===== src/rtl/sfp_pkg.sv =====
// Shared types and constants of the synthesizer frequency plan.
// Holds the request and result structs, path and register codes, and the
// fixed frequencies and reciprocals that the pipeline uses. No dependencies.
`default_nettype none

package sfp_pkg;

  typedef struct packed {
    logic        operation;
    logic [31:0] output_hz;
  } req_t;

  typedef struct packed {
    logic        plan_valid;
    logic [2:0]  path_code;
    logic [29:0] oscillator_hz;
    logic [26:0] point_a_hz;
    logic [31:0] point_b_numerator_hz;
    logic [22:0] delta_hz;
    logic [6:0]  step_divisor;
    logic [7:0]  reg4_value;
    logic [7:0]  reg5_value;
    logic [7:0]  reg12_range_bits;
    logic [6:0]  reg13_low_bits;
  } rsp_t;

  // Operation codes.
  localparam logic OP_BASE    = 1'b0;
  localparam logic OP_DOUBLER = 1'b1;

  // Path codes.
  localparam logic [2:0] PATH_HET_LOW   = 3'd0;
  localparam logic [2:0] PATH_HET       = 3'd1;
  localparam logic [2:0] PATH_DIV2_O2   = 3'd2;
  localparam logic [2:0] PATH_DIV2_O1   = 3'd3;
  localparam logic [2:0] PATH_DIRECT_O2 = 3'd4;
  localparam logic [2:0] PATH_DIRECT_O1 = 3'd5;
  localparam logic [2:0] PATH_DBL_O2    = 3'd6;
  localparam logic [2:0] PATH_DBL_O1    = 3'd7;

  // Path control bytes for register address 5.
  localparam logic [7:0] R5_HET_LOW   = 8'h23;
  localparam logic [7:0] R5_HET       = 8'h03;
  localparam logic [7:0] R5_DIV2_O2   = 8'h04;
  localparam logic [7:0] R5_DIV2_O1   = 8'h05;
  localparam logic [7:0] R5_DIRECT_O2 = 8'h08;
  localparam logic [7:0] R5_DIRECT_O1 = 8'h09;
  localparam logic [7:0] R5_DBL_O2    = 8'h10;
  localparam logic [7:0] R5_DBL_O1    = 8'h11;

  // Range bits for register address 12.
  localparam logic [7:0] R12_HET    = 8'h84;
  localparam logic [7:0] R12_DIV2   = 8'h00;
  localparam logic [7:0] R12_DIRECT = 8'h04;
  localparam logic [7:0] R12_DBL    = 8'h02;

  // Request limits and path boundaries.
  localparam logic [31:0] BASE_MIN_HZ      = 32'd100_000;
  localparam logic [31:0] BASE_MAX_HZ      = 32'd560_000_000;
  localparam logic [31:0] DBL_MIN_HZ       = 32'd560_000_000;
  localparam logic [31:0] DBL_LIMIT_HZ     = 32'd1_120_000_000;
  localparam logic [31:0] HET_LOW_LIMIT_HZ = 32'd1_500_000;
  localparam logic [31:0] HET_LIMIT_HZ     = 32'd122_000_000;
  localparam logic [31:0] DIV2_O2_LIMIT_HZ = 32'd184_000_000;
  localparam logic [31:0] DIV2_O1_LIMIT_HZ = 32'd280_000_000;
  localparam logic [31:0] DIR_O2_LIMIT_HZ  = 32'd368_000_000;
  localparam logic [31:0] DBL_O2_LIMIT_HZ  = 32'd736_000_000;

  localparam logic [29:0] HET_OFFSET_HZ = 30'd400_000_000;
  localparam logic [29:0] OFFSET_HZ     = 30'd18_000_000;
  localparam logic [29:0] STEP_HZ       = 30'd8_000_000;
  localparam logic [31:0] B_STEP_HZ     = 32'd40_000_000;
  localparam logic [26:0] PA_BASE_HZ    = 27'd90_000_000;
  // Point A stays at or below 129999975 Hz exactly when delta does not exceed this.
  localparam logic [22:0] DELTA_MAX_HZ  = 23'd7_999_995;

  localparam logic [6:0] DIV_MIN = 7'd28;
  localparam logic [6:0] DIV_MAX = 7'd67;

  // 8 MHz = 15625 << 9 and 1 MHz = 15625 << 6, so both divisions share the odd factor.
  localparam int unsigned   STEP_SHIFT  = 9;
  localparam int unsigned   MHZ_SHIFT   = 6;
  localparam int unsigned   RECIP_SHIFT = 32;
  localparam logic [13:0]   ODD_FACTOR  = 14'd15625;
  // ceil(2^32 / 15625): exact quotient for any 21-bit dividend.
  localparam logic [18:0]   STEP_RECIP  = 19'd274878;
  // floor(2^32 / 15625): quotient low by at most one, fixed by one compare.
  localparam logic [18:0]   MHZ_RECIP   = 19'd274877;

  localparam int unsigned TRK_BIT = 7;

endpackage

`default_nettype wire


===== src/rtl/synthesizer_frequency_plan.sv =====
// Synthesizer frequency plan: five-stage pipeline from a requested output
// frequency to path, oscillator frequency, step split and register codes.
// Depends on sfp_pkg for the request and result structs and all constants.
//
// Use: a request (req, req_valid) is taken at a rising edge where req_valid
// is high and req_stall is low. Each request gives exactly one result on
// rsp, with rsp_valid high until the receiver takes it (rsp_stall low).
// A request that is out of range, not step aligned or fails the divisor or
// point A checks returns plan_valid low with every other field zero.
// The request passes registers s1 to s4 and rsp on its way to the result.
// Throughput: one request per cycle unless a result stalls; the longest
// stage is the first, with the 25 x 19 bit reciprocal multiply that
// estimates the request in whole MHz. When the receiver stalls a waiting
// result, the whole pipeline holds and req_stall rises in the same cycle;
// nothing is dropped or repeated. Reset (rst, synchronous) clears every
// stage valid bit; the block takes a request in the first cycle after reset.
`default_nettype none

module synthesizer_frequency_plan (
  input  wire logic          clk,
  input  wire logic          rst,
  input  wire sfp_pkg::req_t req,
  input  wire logic          req_valid,
  output logic               req_stall,
  output sfp_pkg::rsp_t      rsp,
  output logic               rsp_valid,
  input  wire logic          rsp_stall
);

  logic adv;

  assign adv       = !(rsp_valid && rsp_stall);
  assign req_stall = !adv;

  // ---------------------------------------------------------------- stage 1
  logic [6:0]  nib_sum;
  logic [4:0]  nib_fold;
  logic        mult5;
  logic        ok_1;
  logic [2:0]  path_1;
  logic [7:0]  r5_1;
  logic [7:0]  r12_1;
  logic [29:0] osc_1;
  logic [24:0] mhz_x_1;
  logic [43:0] mhz_prod;

  logic        s1_valid;
  logic        s1_ok;
  logic        s1_op;
  logic [2:0]  s1_path;
  logic [7:0]  s1_r5;
  logic [7:0]  s1_r12;
  logic [29:0] s1_osc;
  logic [11:0] s1_mhz_q;
  logic [24:0] s1_mhz_x;

  // 16 is 1 modulo 5, so the nibble sum keeps the remainder by 5.
  always_comb begin
    nib_sum = '0;
    for (int i = 0; i < 8; i++) begin
      nib_sum = nib_sum + 7'(req.output_hz[4*i +: 4]);
    end
    nib_fold = 5'(nib_sum[6:4]) + 5'(nib_sum[3:0]);
    mult5    = nib_fold inside {5'd0, 5'd5, 5'd10, 5'd15, 5'd20};
  end

  always_comb begin
    ok_1   = 1'b0;
    path_1 = sfp_pkg::PATH_DIRECT_O1;
    r5_1   = sfp_pkg::R5_DIRECT_O1;
    r12_1  = sfp_pkg::R12_DIRECT;
    osc_1  = req.output_hz[29:0];
    if (req.operation == sfp_pkg::OP_BASE) begin
      ok_1 = req.output_hz >= sfp_pkg::BASE_MIN_HZ &&
             req.output_hz <= sfp_pkg::BASE_MAX_HZ && mult5;
      if (req.output_hz < sfp_pkg::HET_LIMIT_HZ) begin
        osc_1 = sfp_pkg::HET_OFFSET_HZ + req.output_hz[29:0];
        r12_1 = sfp_pkg::R12_HET;
        if (req.output_hz < sfp_pkg::HET_LOW_LIMIT_HZ) begin
          path_1 = sfp_pkg::PATH_HET_LOW;
          r5_1   = sfp_pkg::R5_HET_LOW;
        end else begin
          path_1 = sfp_pkg::PATH_HET;
          r5_1   = sfp_pkg::R5_HET;
        end
      end else if (req.output_hz < sfp_pkg::DIV2_O2_LIMIT_HZ) begin
        osc_1  = {req.output_hz[28:0], 1'b0};
        path_1 = sfp_pkg::PATH_DIV2_O2;
        r5_1   = sfp_pkg::R5_DIV2_O2;
        r12_1  = sfp_pkg::R12_DIV2;
      end else if (req.output_hz < sfp_pkg::DIV2_O1_LIMIT_HZ) begin
        osc_1  = {req.output_hz[28:0], 1'b0};
        path_1 = sfp_pkg::PATH_DIV2_O1;
        r5_1   = sfp_pkg::R5_DIV2_O1;
        r12_1  = sfp_pkg::R12_DIV2;
      end else if (req.output_hz < sfp_pkg::DIR_O2_LIMIT_HZ) begin
        path_1 = sfp_pkg::PATH_DIRECT_O2;
        r5_1   = sfp_pkg::R5_DIRECT_O2;
      end
    end else begin
      ok_1  = req.output_hz >= sfp_pkg::DBL_MIN_HZ &&
              req.output_hz < sfp_pkg::DBL_LIMIT_HZ && mult5 && !req.output_hz[0];
      osc_1 = req.output_hz[30:1];
      r12_1 = sfp_pkg::R12_DBL;
      if (req.output_hz < sfp_pkg::DBL_O2_LIMIT_HZ) begin
        path_1 = sfp_pkg::PATH_DBL_O2;
        r5_1   = sfp_pkg::R5_DBL_O2;
      end else begin
        path_1 = sfp_pkg::PATH_DBL_O1;
        r5_1   = sfp_pkg::R5_DBL_O1;
      end
    end
  end

  // Estimate of the request in whole MHz, for the tracking decision.
  assign mhz_x_1  = req.output_hz[30:sfp_pkg::MHZ_SHIFT];
  assign mhz_prod = 44'(mhz_x_1) * 44'(sfp_pkg::MHZ_RECIP);

  always_ff @(posedge clk) begin
    if (rst) begin
      s1_valid <= 1'b0;
    end else if (adv) begin
      s1_valid <= req_valid;
    end
  end

  always_ff @(posedge clk) begin
    if (adv) begin
      s1_ok    <= ok_1;
      s1_op    <= req.operation;
      s1_path  <= path_1;
      s1_r5    <= r5_1;
      s1_r12   <= r12_1;
      s1_osc   <= osc_1;
      s1_mhz_q <= mhz_prod[43:sfp_pkg::RECIP_SHIFT];
      s1_mhz_x <= mhz_x_1;
    end
  end

  // ---------------------------------------------------------------- stage 2
  logic [26:0] mhz_back;
  logic [26:0] mhz_rem;
  logic [11:0] mhz_2;

  logic        s2_valid;
  logic        s2_ok;
  logic        s2_op;
  logic [2:0]  s2_path;
  logic [7:0]  s2_r5;
  logic [7:0]  s2_r12;
  logic [29:0] s2_osc;
  logic [29:0] s2_shifted;
  logic [10:0] s2_mhz;

  assign mhz_back = 27'(s1_mhz_q) * 27'(sfp_pkg::ODD_FACTOR);
  assign mhz_rem  = 27'(s1_mhz_x) - mhz_back;
  assign mhz_2    = (mhz_rem >= 27'(sfp_pkg::ODD_FACTOR)) ? s1_mhz_q + 12'd1 : s1_mhz_q;

  always_ff @(posedge clk) begin
    if (rst) begin
      s2_valid <= 1'b0;
    end else if (adv) begin
      s2_valid <= s1_valid;
    end
  end

  always_ff @(posedge clk) begin
    if (adv) begin
      s2_ok      <= s1_ok && s1_osc >= sfp_pkg::OFFSET_HZ;
      s2_op      <= s1_op;
      s2_path    <= s1_path;
      s2_r5      <= s1_r5;
      s2_r12     <= s1_r12;
      s2_osc     <= s1_osc;
      s2_shifted <= s1_osc - sfp_pkg::OFFSET_HZ;
      s2_mhz     <= mhz_2[10:0];
    end
  end

  // ---------------------------------------------------------------- stage 3
  logic [39:0] step_prod;
  logic [3:0]  hund_3;
  logic [10:0] hund_base;
  logic [10:0] lo_full;

  logic        s3_valid;
  logic        s3_ok;
  logic        s3_op;
  logic [2:0]  s3_path;
  logic [7:0]  s3_r5;
  logic [7:0]  s3_r12;
  logic [29:0] s3_osc;
  logic [29:0] s3_shifted;
  logic [7:0]  s3_div;
  logic [3:0]  s3_hund;
  logic [6:0]  s3_lo;

  assign step_prod = 40'(s2_shifted[29:sfp_pkg::STEP_SHIFT]) * 40'(sfp_pkg::STEP_RECIP);

  // Hundreds-of-MHz digit as the BCD decision sees it: after the 0x0A
  // correction, 10 and 11 act as 6 and 7.
  always_comb begin
    if (s2_mhz >= 11'd1100) begin
      hund_3 = 4'd7;  hund_base = 11'd1100;
    end else if (s2_mhz >= 11'd1000) begin
      hund_3 = 4'd6;  hund_base = 11'd1000;
    end else if (s2_mhz >= 11'd900) begin
      hund_3 = 4'd9;  hund_base = 11'd900;
    end else if (s2_mhz >= 11'd800) begin
      hund_3 = 4'd8;  hund_base = 11'd800;
    end else if (s2_mhz >= 11'd700) begin
      hund_3 = 4'd7;  hund_base = 11'd700;
    end else if (s2_mhz >= 11'd600) begin
      hund_3 = 4'd6;  hund_base = 11'd600;
    end else begin
      hund_3 = 4'd5;  hund_base = 11'd500;
    end
    lo_full = s2_mhz - hund_base;
  end

  always_ff @(posedge clk) begin
    if (rst) begin
      s3_valid <= 1'b0;
    end else if (adv) begin
      s3_valid <= s2_valid;
    end
  end

  always_ff @(posedge clk) begin
    if (adv) begin
      s3_ok      <= s2_ok;
      s3_op      <= s2_op;
      s3_path    <= s2_path;
      s3_r5      <= s2_r5;
      s3_r12     <= s2_r12;
      s3_osc     <= s2_osc;
      s3_shifted <= s2_shifted;
      s3_div     <= step_prod[39:sfp_pkg::RECIP_SHIFT];
      s3_hund    <= hund_3;
      s3_lo      <= lo_full[6:0];
    end
  end

  // ---------------------------------------------------------------- stage 4
  logic [29:0] delta_full;
  logic        trk_4;
  logic        ok_4;

  logic        s4_valid;
  logic        s4_ok;
  logic [2:0]  s4_path;
  logic [7:0]  s4_r5;
  logic [7:0]  s4_r12;
  logic [29:0] s4_osc;
  logic [22:0] s4_delta;
  logic [6:0]  s4_div;
  logic        s4_trk;
  logic [31:0] s4_b_off;

  assign delta_full = s3_shifted - 30'(s3_div) * sfp_pkg::STEP_HZ;

  // Comparing the two-digit MHz remainder in decimal orders it the same as its BCD byte.
  always_comb begin
    if (s3_op == sfp_pkg::OP_BASE) begin
      trk_4 = 1'b1;
    end else if (s3_hund == 4'd5) begin
      trk_4 = 1'b1;
    end else if (s3_hund >= 4'd9) begin
      trk_4 = s3_lo >= 7'd64 || s3_lo < 7'd24;
    end else if (s3_hund >= 4'd8) begin
      trk_4 = s3_lo >= 7'd84 || (s3_lo >= 7'd4 && s3_lo < 7'd44);
    end else if (s3_hund >= 4'd7) begin
      trk_4 = s3_lo >= 7'd24 && s3_lo < 7'd64;
    end else begin
      trk_4 = (s3_lo >= 7'd44 && s3_lo < 7'd84) || s3_lo < 7'd4;
    end
  end

  assign ok_4 = s3_ok && s3_div >= 8'(sfp_pkg::DIV_MIN) && s3_div <= 8'(sfp_pkg::DIV_MAX) &&
                delta_full <= 30'(sfp_pkg::DELTA_MAX_HZ);

  always_ff @(posedge clk) begin
    if (rst) begin
      s4_valid <= 1'b0;
    end else if (adv) begin
      s4_valid <= s3_valid;
    end
  end

  always_ff @(posedge clk) begin
    if (adv) begin
      s4_ok    <= ok_4;
      s4_path  <= s3_path;
      s4_r5    <= s3_r5;
      s4_r12   <= s3_r12;
      s4_osc   <= s3_osc;
      s4_delta <= delta_full[22:0];
      s4_div   <= s3_div[6:0];
      s4_trk   <= trk_4;
      s4_b_off <= 32'(s3_div[6:0]) * sfp_pkg::B_STEP_HZ;
    end
  end

  // ---------------------------------------------------------------- stage 5
  logic [26:0] pa_5;
  logic [31:0] pb_5;
  logic [13:0] q5_prod;
  logic [3:0]  q5;
  logic [6:0]  r5_mod;
  logic [4:0]  code_hi;
  logic [6:0]  code_5;
  sfp_pkg::rsp_t rsp_next;

  assign pa_5    = sfp_pkg::PA_BASE_HZ + 27'({s4_delta, 2'b00}) + 27'(s4_delta);
  assign pb_5    = 32'(pa_5) + s4_b_off;
  // x * 205 >> 10 is the exact quotient by 5 for divisors up to 79, which covers DIV_MIN to DIV_MAX.
  assign q5_prod = 14'(s4_div) * 14'd205;
  assign q5      = q5_prod[13:10];
  assign r5_mod  = s4_div - 7'(q5) * 7'd5;
  assign code_hi = 5'd16 - 5'(q5);
  assign code_5  = {code_hi[3:0], r5_mod[2:0]};

  always_comb begin
    rsp_next = '0;
    if (s4_ok) begin
      rsp_next.plan_valid           = 1'b1;
      rsp_next.path_code            = s4_path;
      rsp_next.oscillator_hz        = s4_osc;
      rsp_next.point_a_hz           = pa_5;
      rsp_next.point_b_numerator_hz = pb_5;
      rsp_next.delta_hz             = s4_delta;
      rsp_next.step_divisor         = s4_div;
      rsp_next.reg4_value           = {s4_trk, code_5};
      rsp_next.reg5_value           = s4_r5;
      rsp_next.reg12_range_bits     = s4_r12;
      rsp_next.reg13_low_bits       = code_5;
    end
  end

  always_ff @(posedge clk) begin
    if (rst) begin
      rsp_valid <= 1'b0;
    end else if (adv) begin
      rsp_valid <= s4_valid;
    end
  end

  always_ff @(posedge clk) begin
    if (adv) begin
      rsp <= rsp_next;
    end
  end

  // ------------------------------------------------------------- assertions
  a_reset_empty: assert property (@(posedge clk)
    rst |=> !rsp_valid && !s1_valid && !s4_valid)
    else $error("pipeline not empty after reset");

  a_stall_freezes: assert property (@(posedge clk) disable iff (rst)
    rsp_valid && rsp_stall |=> $stable(s1_valid) && $stable(s2_valid) &&
                               $stable(s3_valid) && $stable(s4_valid))
    else $error("pipeline moved while the result was stalled");

  a_code_match: assert property (@(posedge clk) disable iff (rst)
    rsp_valid && rsp.plan_valid |->
      rsp.reg13_low_bits == rsp.reg4_value[sfp_pkg::TRK_BIT-1:0] &&
      rsp.reg4_value[sfp_pkg::TRK_BIT] == 1'b1 || rsp.path_code == sfp_pkg::PATH_DBL_O2 ||
      rsp.path_code == sfp_pkg::PATH_DBL_O1)
    else $error("register codes disagree");

  a_div_range: assert property (@(posedge clk) disable iff (rst)
    rsp_valid && rsp.plan_valid |->
      rsp.step_divisor >= sfp_pkg::DIV_MIN && rsp.step_divisor <= sfp_pkg::DIV_MAX)
    else $error("accepted plan with divisor out of range");

  a_reject_zero: assert property (@(posedge clk) disable iff (rst)
    rsp_valid && !rsp.plan_valid |->
      rsp.oscillator_hz == '0 && rsp.path_code == '0 && rsp.reg5_value == '0 &&
      rsp.point_b_numerator_hz == '0)
    else $error("rejected plan carries nonzero fields");

endmodule

`default_nettype wire


===== config.mk =====
export PLATFORM = sky130hd
export DESIGN_NAME = synthesizer_frequency_plan
export DESIGN_NICKNAME = d
export VERILOG_FILES = /design/src/rtl/sfp_pkg.sv /design/src/rtl/synthesizer_frequency_plan.sv
export SDC_FILE = /design/constraint.sdc
export NUM_CORES = 2
export LEC_CHECK = 0
export BUFFER_PORTS_ARGS = -buffer_cell sky130_fd_sc_hd__buf_2
export CAP_MARGIN = 25
export CORE_ASPECT_RATIO = 1.4
export CORE_MARGIN = 3
export CORE_UTILIZATION = 25
export CTS_CLUSTER_SIZE = 8
export DETAILED_ROUTE_END_ITERATION = 6
export HOLD_SLACK_MARGIN = 0.03
export SYNTH_ARGS = -nofsm -noshare
export SYNTH_HDL_FRONTEND = slang
export SYNTH_SLANG_ARGS = --single-unit
export TNS_END_PERCENT = 20

===== constraint.sdc =====
create_clock -name clk -period 16.3 [get_ports clk]
set_clock_uncertainty 0.2 [all_clocks]
set_input_delay 2.445 -clock clk [delete_from_list [all_inputs] [get_ports clk]]
set_output_delay 2.445 -clock clk [all_outputs]
set_load 0.05 [all_outputs]

* Word level (Yosys, flattened, before mapping) *
Cells that the tools add are included.

storage, ports and cells
  register bits after elaboration = 543
  bits of input ports = 37
  output and inout bits = 156
  logic and storage cells = 179

operators by class
  $add $sub $neg = 19
  $mul = 7
  $lt $le $gt $ge = 34
  equal/unequal tests = 5
  mux-type cells = 38
  bitwise operators = 1
  reductions and logical operators = 22

operator list
  operator                                                           number
  two-way mux 154 bit                                                1
  two-way mux 30 bit                                                 4
  < comparator 32 x 29 -> 1 bit (second input constant)              2
  >= comparator 11 x 10 -> 1 bit (second input constant)             5
  multiplier 25 x 19 -> 44 bit (second input constant)               1
  multiplier 21 x 18 -> 39 bit (second input constant)               1
  two-way mux 7 bit                                                  5
  adder 27 x 32 -> 32 bit                                            1
  >= comparator 32 x 17 -> 1 bit (second input constant)             1
  >= comparator 32 x 30 -> 1 bit (second input constant)             1
  less-or-equal comparator 32 x 30 -> 1 bit (second input constant)  1
  < comparator 32 x 21 -> 1 bit (second input constant)              1
  < comparator 32 x 27 -> 1 bit (second input constant)              1
  < comparator 32 x 28 -> 1 bit (second input constant)              1
  < comparator 32 x 30 -> 1 bit (second input constant)              1
  < comparator 32 x 31 -> 1 bit (second input constant)              1
  adder 29 x 30 -> 30 bit (first input constant)                     1
  >= comparator 30 x 25 -> 1 bit (second input constant)             1
  less-or-equal comparator 30 x 23 -> 1 bit (second input constant)  1
  subtractor 30 x 25 -> 30 bit (second input constant)               1
  subtractor 30 bit                                                  1
  adder 7 x 4 -> 7 bit                                               4
  adder 27 x 23 -> 27 bit                                            1
  adder 27 x 25 -> 27 bit (first input constant)                     1
  other kinds (47)                                                   87

* Depth between registers and ports, before layout *
  depth after elaboration = 13
  gate-level depth with buffers = 25
  depth with buffers taken out = 24

* Least setup slack after synthesis *
No wires, ideal clock.

  path type = input -> output
  start point = input rsp_stall
  end point = output req_stall
  data arrival time = 15.375 ns
  data required time = 13.655 ns
  slack = -1.720 ns
  cell stages on the path = 2
  buffers on the path = 0
  cell sequence = nand2_1 > inv_1

between the ends
  word-level cells in the longest chain between the ends = 1

RTL lines
  element            line                              source
  start, declared    synthesizer_frequency_plan.sv:27  input wire logic rsp_stall
  logical AND 1 bit  synthesizer_frequency_plan.sv:32  assign adv = !(rsp_valid && rsp_stall);
  end, declared      synthesizer_frequency_plan.sv:24  output logic req_stall,

No other way between the ends.

* Final worst setup path *
  start point = input req[13] (netlist bit)
  end point = register s1_mhz_q[11] (data pin)

between the ends
  word-level cells in the longest chain between the ends = 1

RTL lines
  element                       line                               source
  start, declared               synthesizer_frequency_plan.sv:22   input wire sfp_pkg::req_t req,
  multiplier 25 x 19 -> 44 bit  synthesizer_frequency_plan.sv:117  assign mhz_prod = 44'(mhz_x_1) * 44'(sfp_pkg::MHZ_RECIP);
  via mhz_prod[43]              synthesizer_frequency_plan.sv:45   logic [43:0] mhz_prod;
  end signal, assigned          synthesizer_frequency_plan.sv:135  s1_mhz_q <= mhz_prod[43:sfp_pkg::RECIP_SHIFT];
  end, declared                 synthesizer_frequency_plan.sv:54   logic [11:0] s1_mhz_q;

The timed path passes the listed nets, and every way through them passes these cells.
A chain may end at the register's enable or synchronous reset.

==> results <==
- The finished layout holds around 6500 standard cells, fillers aside.
- The number of nets in the layout is between 5000 and 6000.
- Entering global routing, the biggest net connects 124 pins.
- Gates resized during post-CTS repair numbered 0.
- In this design, the stage delay of the slowest critical-path cell is 0.61 ns.
- Of all nets on the critical path, the largest fanout is 14.
- Among all stages on the critical path, the largest delay is contributed by sky130_fd_sc_hd__a211oi_1.
- The total vias in the final route is 28600.
- The die covers 179000 µm².
- The count of distinct cell types in the synthesized netlist is between 70 and 80.
- The tool flagged a number of max-cap violations equal to 0.
- The number of buffers inserted for hold repair after clock tree synthesis is 0.
- TritonCTS built the clock tree.
- The category of the critical setup timing path is primary input to register.
- In the layout the commonest cells are sky130_fd_sc_hd__inv_1 (957), sky130_fd_sc_hd__ha_1 (699), sky130_fd_sc_hd__edfxtp_1 (441), sky130_fd_sc_hd__fa_1 (433), sky130_fd_sc_hd__buf_2 (186).
- The area growth from synthesis to layout is 12.3%.
- The clock net in this run drives a total of around 450 sinks.
- The final weighted congestion in routability-driven placement is 1.01.
- For this run, the leading register cell type out of synthesis is sky130_fd_sc_hd__edfxtp_1.
- The final clock period utilization by the worst path is 54.2%.
- The buffer count from post-CTS setup fixing is 0.
- The clock period could shrink to 8.84 ns.
- The synthesized netlist occupies a cell area of roughly 44000 µm².
- The H-tree depth is 3.
- The element type at the critical path start is a primary input.
- The boundary pin count is approximately 190.
- Counting every instance in the synthesized netlist gives 4025.
- The cell chosen for the clock root is sky130_fd_sc_hd__clkbuf_16.
- Global routing finished with a remaining overflow of 0.
- At the worst endpoint, the arrival time is approximately 9 ns.
- For met2 alone, demand over resource in global routing was 21.3%.
- The aggregate global-route resource usage is 12.2%.
- The library cell used most frequently in the layout, excluding fill and tap cells, is sky130_fd_sc_hd__inv_1.
- In this run the horizontal extent of the chip is 359 µm.
- The met3 demand-to-capacity share in global routing is 1.70%.
- The number of placed instances, taps included is 6429.
- Measured against its own limit, the worst slew margin works out to between 30% and 40%.
- At the later pin of the worst-skew pair, clock insertion delay measures 0.61 ns.
- The count of pins over their slew limit is 0.
- The family with the most delay on the worst path is adder cells.
- Global routing used 15.0% of the available met1 tracks.
- The number of search-and-repair iterations in the first detailed-routing pass is 5.
- The total number of yosys warnings is 0.
- The standard cell core area is 173000 µm².
- The number of enable-type register cells in the synthesized netlist is ~440.
- STA puts the critical path data required time at 16.45 ns.
- The most numerous cell on the critical path is sky130_fd_sc_hd__inv_1.
- Buffers placed on the I/O ports in this run total between 150 and 200.
- The routed via count divided by cell count is 4.38.
- The critical path contains buffers and inverters numbering 8 combined.
- The vertical die dimension is 500 µm.
- The clock-pin slew of the registers on the worst-case setup and hold paths is 0.05 ns.
- The share of flip-flops with an asynchronous set or reset after synthesis is 0%.
- The final setup slack of the worst path is between 7 and 8 ns.
- The synthesized design contains 446 register bits.
- The count of nets left with antenna violations after detail routing is 0.
- Setup repair after global routing left no endpoint under its margin.
- The maximum count of clock buffers along a single path is 3.
- The pre-CTS worst setup slack is 6.77 ns.
- The fmax is 113 MHz.
- The sum of routed wire length over all layers is approximately 110000 µm.
- The number of hold-slack violations in the final timing report came to 0.
- The flow ran to the end, and the final reports show no timing, DRC or antenna violations.
- The worst setup path is captured at a register.
- For the pin with the worst max-slew slack, the measured transition is ~0.96 ns.
- The starting DRC count in detailed routing is 1563.
- The average instance in the mapped netlist occupies 10.8 µm².
- The detailed placement HPWL is 90300 µm.
- Counting the fill cells in the layout gives approximately 18000.
- The post-route netlist has under 10% of its cells at a drive strength greater than 1.
- The sequential area share after synthesis is 30.6%.
- The via count of the first global-routing pass is 30000.
- Setup slack on the worst reg-to-reg path comes out at 9.57 ns.
- The accumulated negative setup slack is 0 ns.
- The final setup violation count is 0.
- The first-pass GRT wire length is 171000 µm.
- The path class of the tightest hold or removal check is register to register.
- Row generation in the floorplan step produced 180 rows.
- TritonCTS created 67 clock buffers.
- Once the floorplan was initialized, standard cells occupied 25.3% of the core.
- The residual DRC count is 0.
- The highest-utilization routing layer at the global route stage is met2.
- The fraction of the core area covered by cells at the end of the flow is about 28%.
- The initial antenna violation count is 8.
- Dividing the detail-routed wire length by the instance count gives 16.8 µm.
==> per-stage QoR <==
| step | area (µm²) | hold slack, ns |
|---|---|---|
| global placement | 47000 | 0.201 |
| finish | 48900 | 0.198 |
| detailed placement | 47100 | 0.205 |
| CTS | 48900 | 0.201 |
| global route | 48900 | 0.219 |
| floorplan | 43600 | 0.200 |
==> sequential cells by signal (all words and copies together), names as in the netlist, 6 cells and up <==
name and count:
rsp 120, s1_osc 30, s2_osc 30, s3_osc 30, s4_osc 30, s1_mhz_x 25
s2_shifted 23, s3_shifted 23, s4_b_off 21, s4_delta 16, s1_mhz_q 12, s2_mhz 9
s3_div 8, s4_div 7, s2_r5 6, s3_r5 6, s4_r5 6
==> final timing paths <==
path	startpoint	end	depth (start not counted)
worst min register to register	s1_r12[1]$_SDFFCE_PP1N_	s2_r5[4]$_DFFE_PN_	0
worst min-delay path	s1_r12[1]$_SDFFCE_PP1N_	s2_r5[4]$_DFFE_PN_	0
worst max register to register	s1_mhz_q[3]$_DFFE_PN_	s2_mhz[10]$_DFFE_PN_	21
worst max-delay path	req[13]	s1_mhz_q[11]$_DFFE_PN_	25
==> synth_stat cells, types with 21 or more instances <==
library cell | n | area [µm²]
sky130_fd_sc_hd__a21o_1 | 75 | 563
sky130_fd_sc_hd__a21oi_1 | 175 | 876
sky130_fd_sc_hd__a31oi_1 | 22 | 138
sky130_fd_sc_hd__and2_1 | 125 | 782
sky130_fd_sc_hd__buf_4 | 35 | 263
sky130_fd_sc_hd__clkbuf_1 | 36 | 135
sky130_fd_sc_hd__edfxtp_1 | 441 | 13200
sky130_fd_sc_hd__fa_1 | 433 | 8670
sky130_fd_sc_hd__ha_1 | 699 | 8750
sky130_fd_sc_hd__inv_1 | 957 | 3590
sky130_fd_sc_hd__mux2i_1 | 21 | 210
sky130_fd_sc_hd__nand2_1 | 155 | 582
sky130_fd_sc_hd__nand3_1 | 44 | 220
sky130_fd_sc_hd__nand4_1 | 22 | 138
sky130_fd_sc_hd__nor2_1 | 117 | 439
sky130_fd_sc_hd__nor2b_1 | 23 | 144
sky130_fd_sc_hd__nor3_1 | 57 | 285
sky130_fd_sc_hd__o211ai_1 | 25 | 188
sky130_fd_sc_hd__o21a_1 | 27 | 203
sky130_fd_sc_hd__o21ai_0 | 90 | 450
sky130_fd_sc_hd__o21ai_1 | 24 | 120
sky130_fd_sc_hd__o21bai_1 | 21 | 158
sky130_fd_sc_hd__xnor2_1 | 99 | 867
sky130_fd_sc_hd__xor2_1 | 53 | 464
==> cell families (layout without fill, tap and decap cells) <==
family / after synthesis / after routing / synth area share (%)
adder cells (fa/ha/maj): 1132 / 1132 / 40.0
buffers and inverters: 1034 / 1245 / 9.24
AND/OR/NAND/NOR: 642 / 642 / 7.50
AO/OA/AOI/OAI: 595 / 595 / 9.05
flip-flops: 446 / 446 / 30.6
XOR/XNOR: 153 / 153 / 3.11
multiplexers: 22 / 22 / 0.508
other: 1 / 9 / 0.00861
==> layer usage <==
layer	wire length [µm]	share of wire [%]
met1	45600	42
met2	53900	49
met3	5470	5.0
met4	4590	4.2
met5	13	0.012
==> cell type report <==
class	instances	area, µm²	share of cell area (%)
multi-input cells	2551	26200	53.6
flip-flops and latches	446	13300	27.3
inverters	957	3590	7.34
well taps	2275	2850	5.82
clock buffers	74	1700	3.48
repair buffers	201	1060	2.17
clock inverters	13	148	0.302
diodes	2	5.00	0.0102
Power is not shown: default switching activity piles up to over one toggle a cycle in this logic, so the estimate is an artifact.
